File: src/rps_pkg.sv
package rps_pkg;

    localparam int PKT_LEN    = 9;
    localparam int IDX_W      = $clog2(PKT_LEN);

    localparam logic [7:0]  HDR_BYTE     = 8'hFF;
    localparam logic [7:0]  PKT_LENGTH   = 8'h05;
    localparam logic [7:0]  INSTR_WRITE  = 8'h03;

    localparam logic [15:0] PULSE_MIN    = 16'd1000;
    localparam logic [15:0] PULSE_MAX    = 16'd2000;
    localparam logic [10:0] PULSE_MID    = 11'd1500;
    localparam logic [15:0] MAG_MAX      = 16'h7FFF;

    localparam logic [7:0]  SERVO_ID_RST = 8'd1;
    localparam logic [7:0]  TARGET_RST   = 8'h2E;
    localparam logic [4:0]  SCALE_RST    = 5'd1;
    localparam logic [7:0]  DEADBAND_RST = 8'd50;

    // Configuration register indexes.
    localparam logic [2:0] REG_SERVO_ID = 3'd0;
    localparam logic [2:0] REG_TARGET   = 3'd1;
    localparam logic [2:0] REG_SCALE    = 3'd2;
    localparam logic [2:0] REG_DEADBAND = 3'd3;

    typedef logic [PKT_LEN-1:0][7:0] pkt_bytes_t;

    typedef struct packed {
        logic [7:0] servo_id;
        logic [7:0] target_register;
        logic [4:0] speed_scale;
        logic [7:0] deadband;
    } cfg_t;

endpackage

File: src/rps_frame.sv
module rps_frame (
    input  logic [15:0]         pulse_width,
    input  rps_pkg::cfg_t       cfg,
    output rps_pkg::pkt_bytes_t pkt
);
    import rps_pkg::*;

    logic [10:0] clamped;
    logic        neg;
    logic [10:0] diff;
    logic [13:0] prod;
    logic [15:0] mag;
    logic [15:0] word;
    logic [10:0] sum;

    always_comb begin
        if (pulse_width >= PULSE_MAX) begin
            clamped = PULSE_MAX[10:0];
        end else if (pulse_width < PULSE_MIN) begin
            clamped = PULSE_MIN[10:0];
        end else begin
            clamped = pulse_width[10:0];
        end
        neg  = clamped < PULSE_MID;
        diff = neg ? (PULSE_MID - clamped) : (clamped - PULSE_MID);
        prod = diff[8:0] * cfg.speed_scale;
        mag  = {prod, 2'b00};
        // Inside the deadband the value is zero with a clear sign bit.
        if (mag <= {8'd0, cfg.deadband}) begin
            word = 16'd0;
        end else if (mag > MAG_MAX) begin
            word = {neg, MAG_MAX[14:0]};
        end else begin
            word = {neg, mag[14:0]};
        end

        sum = {3'd0, cfg.servo_id} + {3'd0, PKT_LENGTH} + {3'd0, INSTR_WRITE}
            + {3'd0, cfg.target_register} + {3'd0, word[7:0]} + {3'd0, word[15:8]};

        pkt[0] = HDR_BYTE;
        pkt[1] = HDR_BYTE;
        pkt[2] = cfg.servo_id;
        pkt[3] = PKT_LENGTH;
        pkt[4] = INSTR_WRITE;
        pkt[5] = cfg.target_register;
        pkt[6] = word[7:0];
        pkt[7] = word[15:8];
        pkt[8] = ~sum[7:0];
    end

endmodule

File: src/rps_tx.sv
module rps_tx (
    input  logic                aclk,
    input  logic                aresetn,
    input  logic                load_valid,
    output logic                load_ready,
    input  rps_pkg::pkt_bytes_t load_pkt,
    output logic                m_tvalid,
    input  logic                m_tready,
    output logic [7:0]          m_tdata,
    output logic                m_tlast
);
    import rps_pkg::*;

    localparam logic [IDX_W-1:0] LAST_IDX = IDX_W'(PKT_LEN - 1);

    pkt_bytes_t       pkt_reg;
    logic             vld_reg;
    logic [IDX_W-1:0] idx_reg;
    logic             beat;
    logic             done;

    assign beat       = vld_reg && m_tready;
    assign done       = beat && (idx_reg == LAST_IDX);
    assign load_ready = !vld_reg || done;

    assign m_tvalid = vld_reg;
    assign m_tdata  = pkt_reg[idx_reg];
    assign m_tlast  = idx_reg == LAST_IDX;

    always_ff @(posedge aclk) begin
        if (!aresetn) begin
            vld_reg <= 1'b0;
            idx_reg <= '0;
        end else if (load_valid && load_ready) begin
            vld_reg <= 1'b1;
            idx_reg <= '0;
        end else if (done) begin
            vld_reg <= 1'b0;
            idx_reg <= '0;
        end else if (beat) begin
            idx_reg <= idx_reg + 1'b1;
        end
    end

    always_ff @(posedge aclk) begin
        if (load_valid && load_ready) begin
            pkt_reg <= load_pkt;
        end
    end

endmodule

File: src/rc_pulse_to_servo_velocity_packet.sv
// Channel  Direction  tdata / data           tlast / other
// s_       in         [15:0] pulse_width     -
// m_       out        [7:0]  tx_byte         tlast = last_byte
// cfg_     in         cfg_index, cfg_data    cfg_ready always high
//
// A pulse beat is registered, then framed in one pass into the packet register.
// A changed pulse yields nine beats, one per cycle while m_tready is high; the byte
// serializer sets the sustained rate, and a repeated pulse yields no packet at all.
// The next pulse is taken while a packet is still being sent. Reset is synchronous,
// active low; configuration returns to its defaults and the stored pulse to zero.
// A stall on m_tready holds the current byte and backs up into s_tready.
module rc_pulse_to_servo_velocity_packet (
    input  logic        aclk,
    input  logic        aresetn,
    input  logic        s_tvalid,
    output logic        s_tready,
    input  logic [15:0] s_tdata,     // [15:0] pulse_width
    output logic        m_tvalid,
    input  logic        m_tready,
    output logic [7:0]  m_tdata,     // [7:0] tx_byte
    output logic        m_tlast,
    input  logic        cfg_valid,
    output logic        cfg_ready,
    input  logic [2:0]  cfg_index,
    input  logic [7:0]  cfg_data
);
    import rps_pkg::*;

    cfg_t        cfg_reg;
    logic        in_vld_reg;
    logic [15:0] pulse_reg;
    logic [15:0] prev_reg;
    logic        changed;
    logic        advance;
    logic        load_ready;
    pkt_bytes_t  pkt;

    assign cfg_ready = 1'b1;

    always_ff @(posedge aclk) begin
        if (!aresetn) begin
            cfg_reg.servo_id        <= SERVO_ID_RST;
            cfg_reg.target_register <= TARGET_RST;
            cfg_reg.speed_scale     <= SCALE_RST;
            cfg_reg.deadband        <= DEADBAND_RST;
        end else if (cfg_valid) begin
            unique case (cfg_index)
                REG_SERVO_ID: cfg_reg.servo_id        <= cfg_data;
                REG_TARGET:   cfg_reg.target_register <= cfg_data;
                REG_SCALE:    cfg_reg.speed_scale     <= cfg_data[4:0];
                REG_DEADBAND: cfg_reg.deadband        <= cfg_data;
                default: ;
            endcase
        end
    end

    // An unchanged pulse leaves the input register without producing a packet.
    assign changed  = pulse_reg != prev_reg;
    assign advance  = in_vld_reg && (!changed || load_ready);
    assign s_tready = !in_vld_reg || advance;

    always_ff @(posedge aclk) begin
        if (!aresetn) begin
            in_vld_reg <= 1'b0;
            prev_reg   <= 16'd0;
        end else begin
            if (s_tready) begin
                in_vld_reg <= s_tvalid;
            end
            if (advance && changed) begin
                prev_reg <= pulse_reg;
            end
        end
    end

    always_ff @(posedge aclk) begin
        if (s_tvalid && s_tready) begin
            pulse_reg <= s_tdata;
        end
    end

    rps_frame u_frame (
        .pulse_width (pulse_reg),
        .cfg         (cfg_reg),
        .pkt         (pkt)
    );

    rps_tx u_tx (
        .aclk       (aclk),
        .aresetn    (aresetn),
        .load_valid (in_vld_reg && changed),
        .load_ready (load_ready),
        .load_pkt   (pkt),
        .m_tvalid   (m_tvalid),
        .m_tready   (m_tready),
        .m_tdata    (m_tdata),
        .m_tlast    (m_tlast)
    );

endmodule
File: config.mk
export PLATFORM = sky130hd
export DESIGN_NAME = rc_pulse_to_servo_velocity_packet
export DESIGN_NICKNAME = d
export VERILOG_FILES = /design/src/rps_pkg.sv /design/src/rps_frame.sv /design/src/rps_tx.sv /design/src/rc_pulse_to_servo_velocity_packet.sv
export SDC_FILE = /design/constraint.sdc
export NUM_CORES = 1
export LEC_CHECK = 0
export BUFFER_PORTS_ARGS = -buffer_cell sky130_fd_sc_hd__buf_2
export CAP_MARGIN = 20
export CORE_AREA = 4 4 146 162
export CTS_CLUSTER_SIZE = 30
export DETAILED_ROUTE_END_ITERATION = 16
export DIE_AREA = 0 0 150 166
export REMOVE_ABC_BUFFERS = 1
export SETUP_SLACK_MARGIN = 0.1
export SLEW_MARGIN = 20
export SYNTH_ARGS = -nofsm -noshare
export SYNTH_HDL_FRONTEND = slang
export SYNTH_HIERARCHICAL = 1
export SYNTH_SLANG_ARGS = --single-unit
File: constraint.sdc
create_clock -name aclk -period 10.5 [get_ports aclk]
set_clock_uncertainty 0.1 [all_clocks]
set_input_delay 2.1 -clock aclk [delete_from_list [all_inputs] [get_ports aclk]]
set_output_delay 2.1 -clock aclk [all_outputs]
set_load 0.005 [all_outputs]
======== After elaboration in Yosys (flattened, before gate mapping) ========
Index checks and enable logic that the tools add are counted.
storage, ports and cells
  bits in registers ....................... 107
  word-level logic and storage cells ...... 65
  bits of input ports ..................... 32
  output and inout bits ................... 12
operators by class
  magnitude comparators ................... 6
  multipliers ............................. 1
  bitwise gates (word level) .............. 2
  multiplexer cells ....................... 9
  add/subtract/negate cells ............... 8
  reductions and logical operators ........ 20
  equal/unequal tests ..................... 5
operators with widths
  cell                                                              count
  binary-select mux 8 bit (select 4 bit)                            1
  adder 8 bit                                                       3
  two-way mux 11 bit                                                2
  >= comparator 16 x 11 -> 1 bit (second input constant)            1
  greater-than comparator 16 x 15 -> 1 bit (second input constant)  1
  <= comparator 16 x 8 -> 1 bit                                     1
  < comparator 16 x 10 -> 1 bit (second input constant)             1
  two-way mux 16 bit                                                1
  inequality test 16 bit                                            1
  two-way mux 15 bit                                                1
  multiplier 9 x 5 -> 14 bit                                        1
  < comparator 11 bit (second input constant)                       1
  two-way mux 9 bit                                                 1
  subtractor 9 bit (first input constant)                           1
  subtractor 9 bit (second input constant)                          1
  adder 8 x 2 -> 8 bit (second input constant)                      1
  adder 8 x 3 -> 8 bit (second input constant)                      1
  two-way mux 8 bit                                                 1
  NOT 8 bit                                                         1
  AND reduction 2 bit                                               4
  logical AND 1 bit                                                 7
  == test 3 x 2 -> 1 bit (second input constant)                    2
  < comparator 4 x 5 -> 1 bit (second input constant)               1
  adder 4 x 1 -> 4 bit (second input constant)                      1
  other kinds (9)                                                   14

======== Logic depth before layout (Yosys ltp) ========
  depth in word-level cells ............... 12
  gate-level depth with buffers ........... 42
  depth with buffers taken out ............ 38

======== Modules after synthesis ========
The synthesis kept the hierarchy.
by module, submodules not included
  module                             instances  area each (sq um)  cells each
  rps_frame                          1          3599.7             470
  rps_tx                             1          3093.0             167
  rc_pulse_to_servo_velocity_packet  1          2456.1             242

======== Least setup slack after synthesis ========
OpenSTA, ideal clock, no wires.
  kind .................................... register -> register
  start point ............................. register pulse_reg[13]
  end point ............................... register u_tx/pkt_reg[71] (netlist name) (data pin)
  stages on the path, launching flop included .. 41
  period minus slack after synthesis ...... 9347 ps
  arrival ................................. 8987 ps
  library setup time ...................... 260 ps
  setup slack ............................. 1153 ps
  cells stage by stage .................... edfxtp_1 > or4_4 > or2_0 > buf_6 > a21oi_2 > buf_4 > and2_1 > ha_1 > a21oi_1 > a21o_1 > a211oi_1 > a31oi_2 > xnor2_1 > nor2b_1 > fa_1 > fa_1 > inv_1 > fa_1 > [5 not listed] > a32oi_1 > nand2_1 > inv_2 > nor2_1 > or2_1 > fa_1 > inv_1 > fa_1 > inv_1 > fa_1 > inv_1 > ha_1 > a21o_1 > a21oi_1 > o21bai_1 > a21oi_1 > xnor2_1 > xnor2_1
RTL lines
  what                      RTL line                                 text
  start: declaration        rc_pulse_to_servo_velocity_packet.sv:31  logic [15:0] pulse_reg;
  start signal: assignment  rc_pulse_to_servo_velocity_packet.sv:78  pulse_reg <= s_tdata;
  end signal: assignment    rps_tx.sv:47                             pkt_reg <= load_pkt;
  end: declaration          rps_tx.sv:16                             pkt_bytes_t pkt_reg;

==> key figures <==
Status
  • Outcome: finished clean

Finish
  • Fraction of layout cells with a size suffix above 1: roughly 15%
  • Reg area: around 0.0037 mm^2
  • Area of the multi-input gates: between 0.004 and 0.005 mm^2
  • Antenna diodes: 0
  • Final net count: roughly 1000
  • Max reg flops: 72
  • P&R area growth vs syn: 9.68%
  • Fillers: between 2000 and 2500

Clock tree
  • H-tree depth: 4
  • Reg clk slew, reported paths: about 60 ps
  • Clk_lat worst skew: between 400 and 500 ps
  • Hold_buf cts: 0
  • Clock Sinks: 139
  • Clk Tree Root Cell: clkbuf_16
  • Number of CTS-inserted buffers: 17
  • Clock Tree Buf Depth: 2
  • CTS tree: yes

Timing
  • Worst slew pin tran: approximately 1000 ps
  • Fmax: 103 MHz
  • Final Critical Period: a little under 10000 ps
  • Final worst-path cycle share: between 90 and 100%
  • Post-route setup slack: between 700 and 800 ps
  • Hold WS: roughly 360 ps
  • Setup TNS: 0 ps
  • Setup violations, final: 0
  • Slew margin rel.: a little under 30%
  • RSZ-0062 raised after global routing: false
  • Final Hold Viols: 0
  • Pins over their slew limit: 0

Routing
  • DR iter-0 viols: about 270
  • Via Count: 5949
  • DRT antenna net count: 0
  • Via/cell ratio: between 4 and 5
  • Drt total wl: 18800 um
  • DRC violations left: 0
  • WL/cell: between 15 and 20 um
  • DR pass1 iterations: 5

Floorplan
  • I/O Pins: between 40 and 50
  • Core Area: about 0.022 mm^2
  • Die footprint: ~0.025 mm^2
  • Die Y: 166 um
  • Die X: about 150 um
  • Site Rows: between 50 and 60
  • Starting Density: 41.6%

Power and ir drop
  • Sequential group share of total power: between 40 and 50%
  • Clk pwr share: a little over two fifths
  • Cell Int Power: roughly 1.1 mW
  • Power share of the combinational group: 14.9%
  • Peak VDD IR: between 100 and 150 uV
  • Tot Pwr: approximately 1.5 mW
  • Sw Share: 25.1%
  • Static leakage: 4.14 nW
  • Switch Pwr: roughly 370 uW
  • Pwr Density: roughly 150 mW/mm^2

Setup path
  • R2r setup slk: about 750 ps
  • Crit path DAT: 9820 ps
  • Worst Setup SP: pulse_reg[13]
  • Setup CP Type: flip-flop to flip-flop
  • End of the worst register-to-register path: u_tx/pkt_reg[71]
  • Startpoint types: flip-flop
  • Crit-path most repeated cell: fa_1
  • RR Startpoint: pulse_reg[13]
  • Critical-path top delay cell: or4_4
  • Max incr delay on CP: roughly 600 ps
  • Crit path to: u_tx/pkt_reg[71]
  • Critical Path Fanout Max: 11
  • Worst R2R Path Depth: 38
  • Setup crit end kind: flip-flop
  • WP data required: between 10000 and 15000 ps

Logic synthesis
  • Syn_area_per_cell: roughly 10 um^2
  • Syn Inst Count: roughly 880
  • Main synth FF type: edfxtp_1
  • Number of synthesized register bits: 139
  • Post-synthesis cell type count: 80
  • Synth Warn #: 6
  • Async SR Flop Fraction: 0%
  • Post-synth EDFFs: 88
  • Register area share after synthesis: 40.0%
  • Post-Syn Area: approximately 0.0091 mm^2

Placed design
  • Detailed Place HPWL: roughly 14000 um
  • Final Wtd Congestion: around 0.83
  • Port buffer count: between 40 and 50
  • Pre-CTS setup slack: approximately 480 ps

Global route
  • Largest net degree at the start of global routing: 77
  • First-pass GRT wire length: 31100 um
  • Vias in the first global route: around 6000
  • Remaining Overflow, GRT: 0
  • Total GRT Usage: ~16%
  • Initial antenna violation count: 1

Worst hold path
  • Type of the worst min-delay path: flip-flop to flip-flop
  • Min-delay src: cfg_reg[0]

Job
  • MaxCap Viol Count: 0
## placed cells by master, fill, tap and decap left out, types with 8 or more instances in the layout
cell type    n
dfxtp_1     51
inv_1       74
edfxtp_1    88
fa_1        35
xnor2_1     34
nand3_1     18
mux2_2      16
a21boi_0    16
nand4_1      9
nand2_1    112
and2_1      19
a21oi_1     25
nor2_1      44
ha_1        45
and3_1      11
conb_1      33
o22ai_1     11
buf_2       42
nand2b_1     8
o21ai_0     15
buf_4       17
o31ai_1      8
clkbuf_16   17
mux2i_1     25
nor2b_1     27
## Yosys cell counts (8+ instances only)
library cell | n | area [um^2]
ha_1 | 45 | 563
a21oi_1 | 25 | 125
dfxtp_1 | 51 | 1020
nor2_1 | 44 | 165
buf_4 | 52 | 390
fa_1 | 35 | 701
and3_1 | 11 | 68.8
o21ai_0 | 16 | 80.1
and2_1 | 19 | 119
nor2b_1 | 27 | 169
nand4_1 | 9 | 56.3
xnor2_1 | 35 | 307
nand2_1 | 113 | 424
nand2b_1 | 8 | 50.1
mux2_2 | 16 | 180
clkbuf_1 | 11 | 41.3
inv_1 | 74 | 278
o31ai_1 | 8 | 60.1
a21boi_0 | 17 | 128
o22ai_1 | 11 | 68.8
nand3_1 | 18 | 90.1
edfxtp_1 | 88 | 2640
mux2i_1 | 25 | 250
## critical path, delay by kind of cell (launching register included)
family / cells / cell delay (ps)
flops: 1 / 420
compound gates: 13 / 2570
simple gates: 7 / 1750
buf+inv: 6 / 500
fa+ha+maj: 9 / 3780
xor+xnor: 3 / 380
## logic make-up after synthesis
| logic type | count (synthesis) | synth area share (%) |
|---|---|---|
| adders and majority gates | 80 | 13.8 |
| DFF | 139 | 40.0 |
| other | 3 | 0.123 |
| buffers and inverters | 156 | 9.60 |
| muxes | 49 | 6.96 |
| and+or+nand+nor | 282 | 15.4 |
| AOI/OAI and AO/OA | 130 | 10.2 |
| xor gates and xnor gates | 40 | 3.83 |
## per-stage QoR
stage,instance area (um^2),util (%),instances
floorplan,8660,-,828
global placement,9310,42.4,1172
detailed placement,9310,42.4,1172
CTS,9930,45.2,1204
global route,10000,45.7,1214
finish,10000,45.7,1214
## layout make-up
type | instances | share of cell area, %
clock inverters | 14 | 1.95
well taps | 295 | 3.68
flip-flops and latches | 139 | 36.5
multi-input cells | 614 | 47.4
repair buffers | 59 | 3.37
clock buffers | 18 | 4.28
inverters | 75 | 2.81
## worst min path at each step
stage / cells after the start / end
2_1_floorplan: 0 / u_tx/pkt_reg[17]
3_3_place_gp: 0 / u_tx/pkt_reg[45]
3_5_place_dp: 0 / u_tx/pkt_reg[45]
4_1_cts: 2 / cfg_reg[3]
5_1_grt: 2 / cfg_reg[3]
6_report: 2 / cfg_reg[0]
## repair_timing
item,in CTS,in global routing
endpoints found under the setup margin,0,2
gates resized for setup,0,7
setup buffers,0,10
## power groups by stage
stage                     Combinational [mW]  Clock [mW]  Sequential [mW]
after floorplan                        0.159           0            0.649
after global placement                 0.217           0            0.651
after detailed placement               0.219           0            0.652
after CTS                              0.221       0.643            0.640
after global routing                   0.258       0.668            0.642
final                                  0.223       0.630            0.639
## per-layer routing
metal	up-vias	GRT usage, %	routed length (um)
met2	104	26.3	9500
met3	10	3.71	765
met1	2829	20.6	8450
met5	-	0	7
li1	3004	-	-
met4	2	3.30	114
No activity file was read; power rests on OpenSTA's default activity.
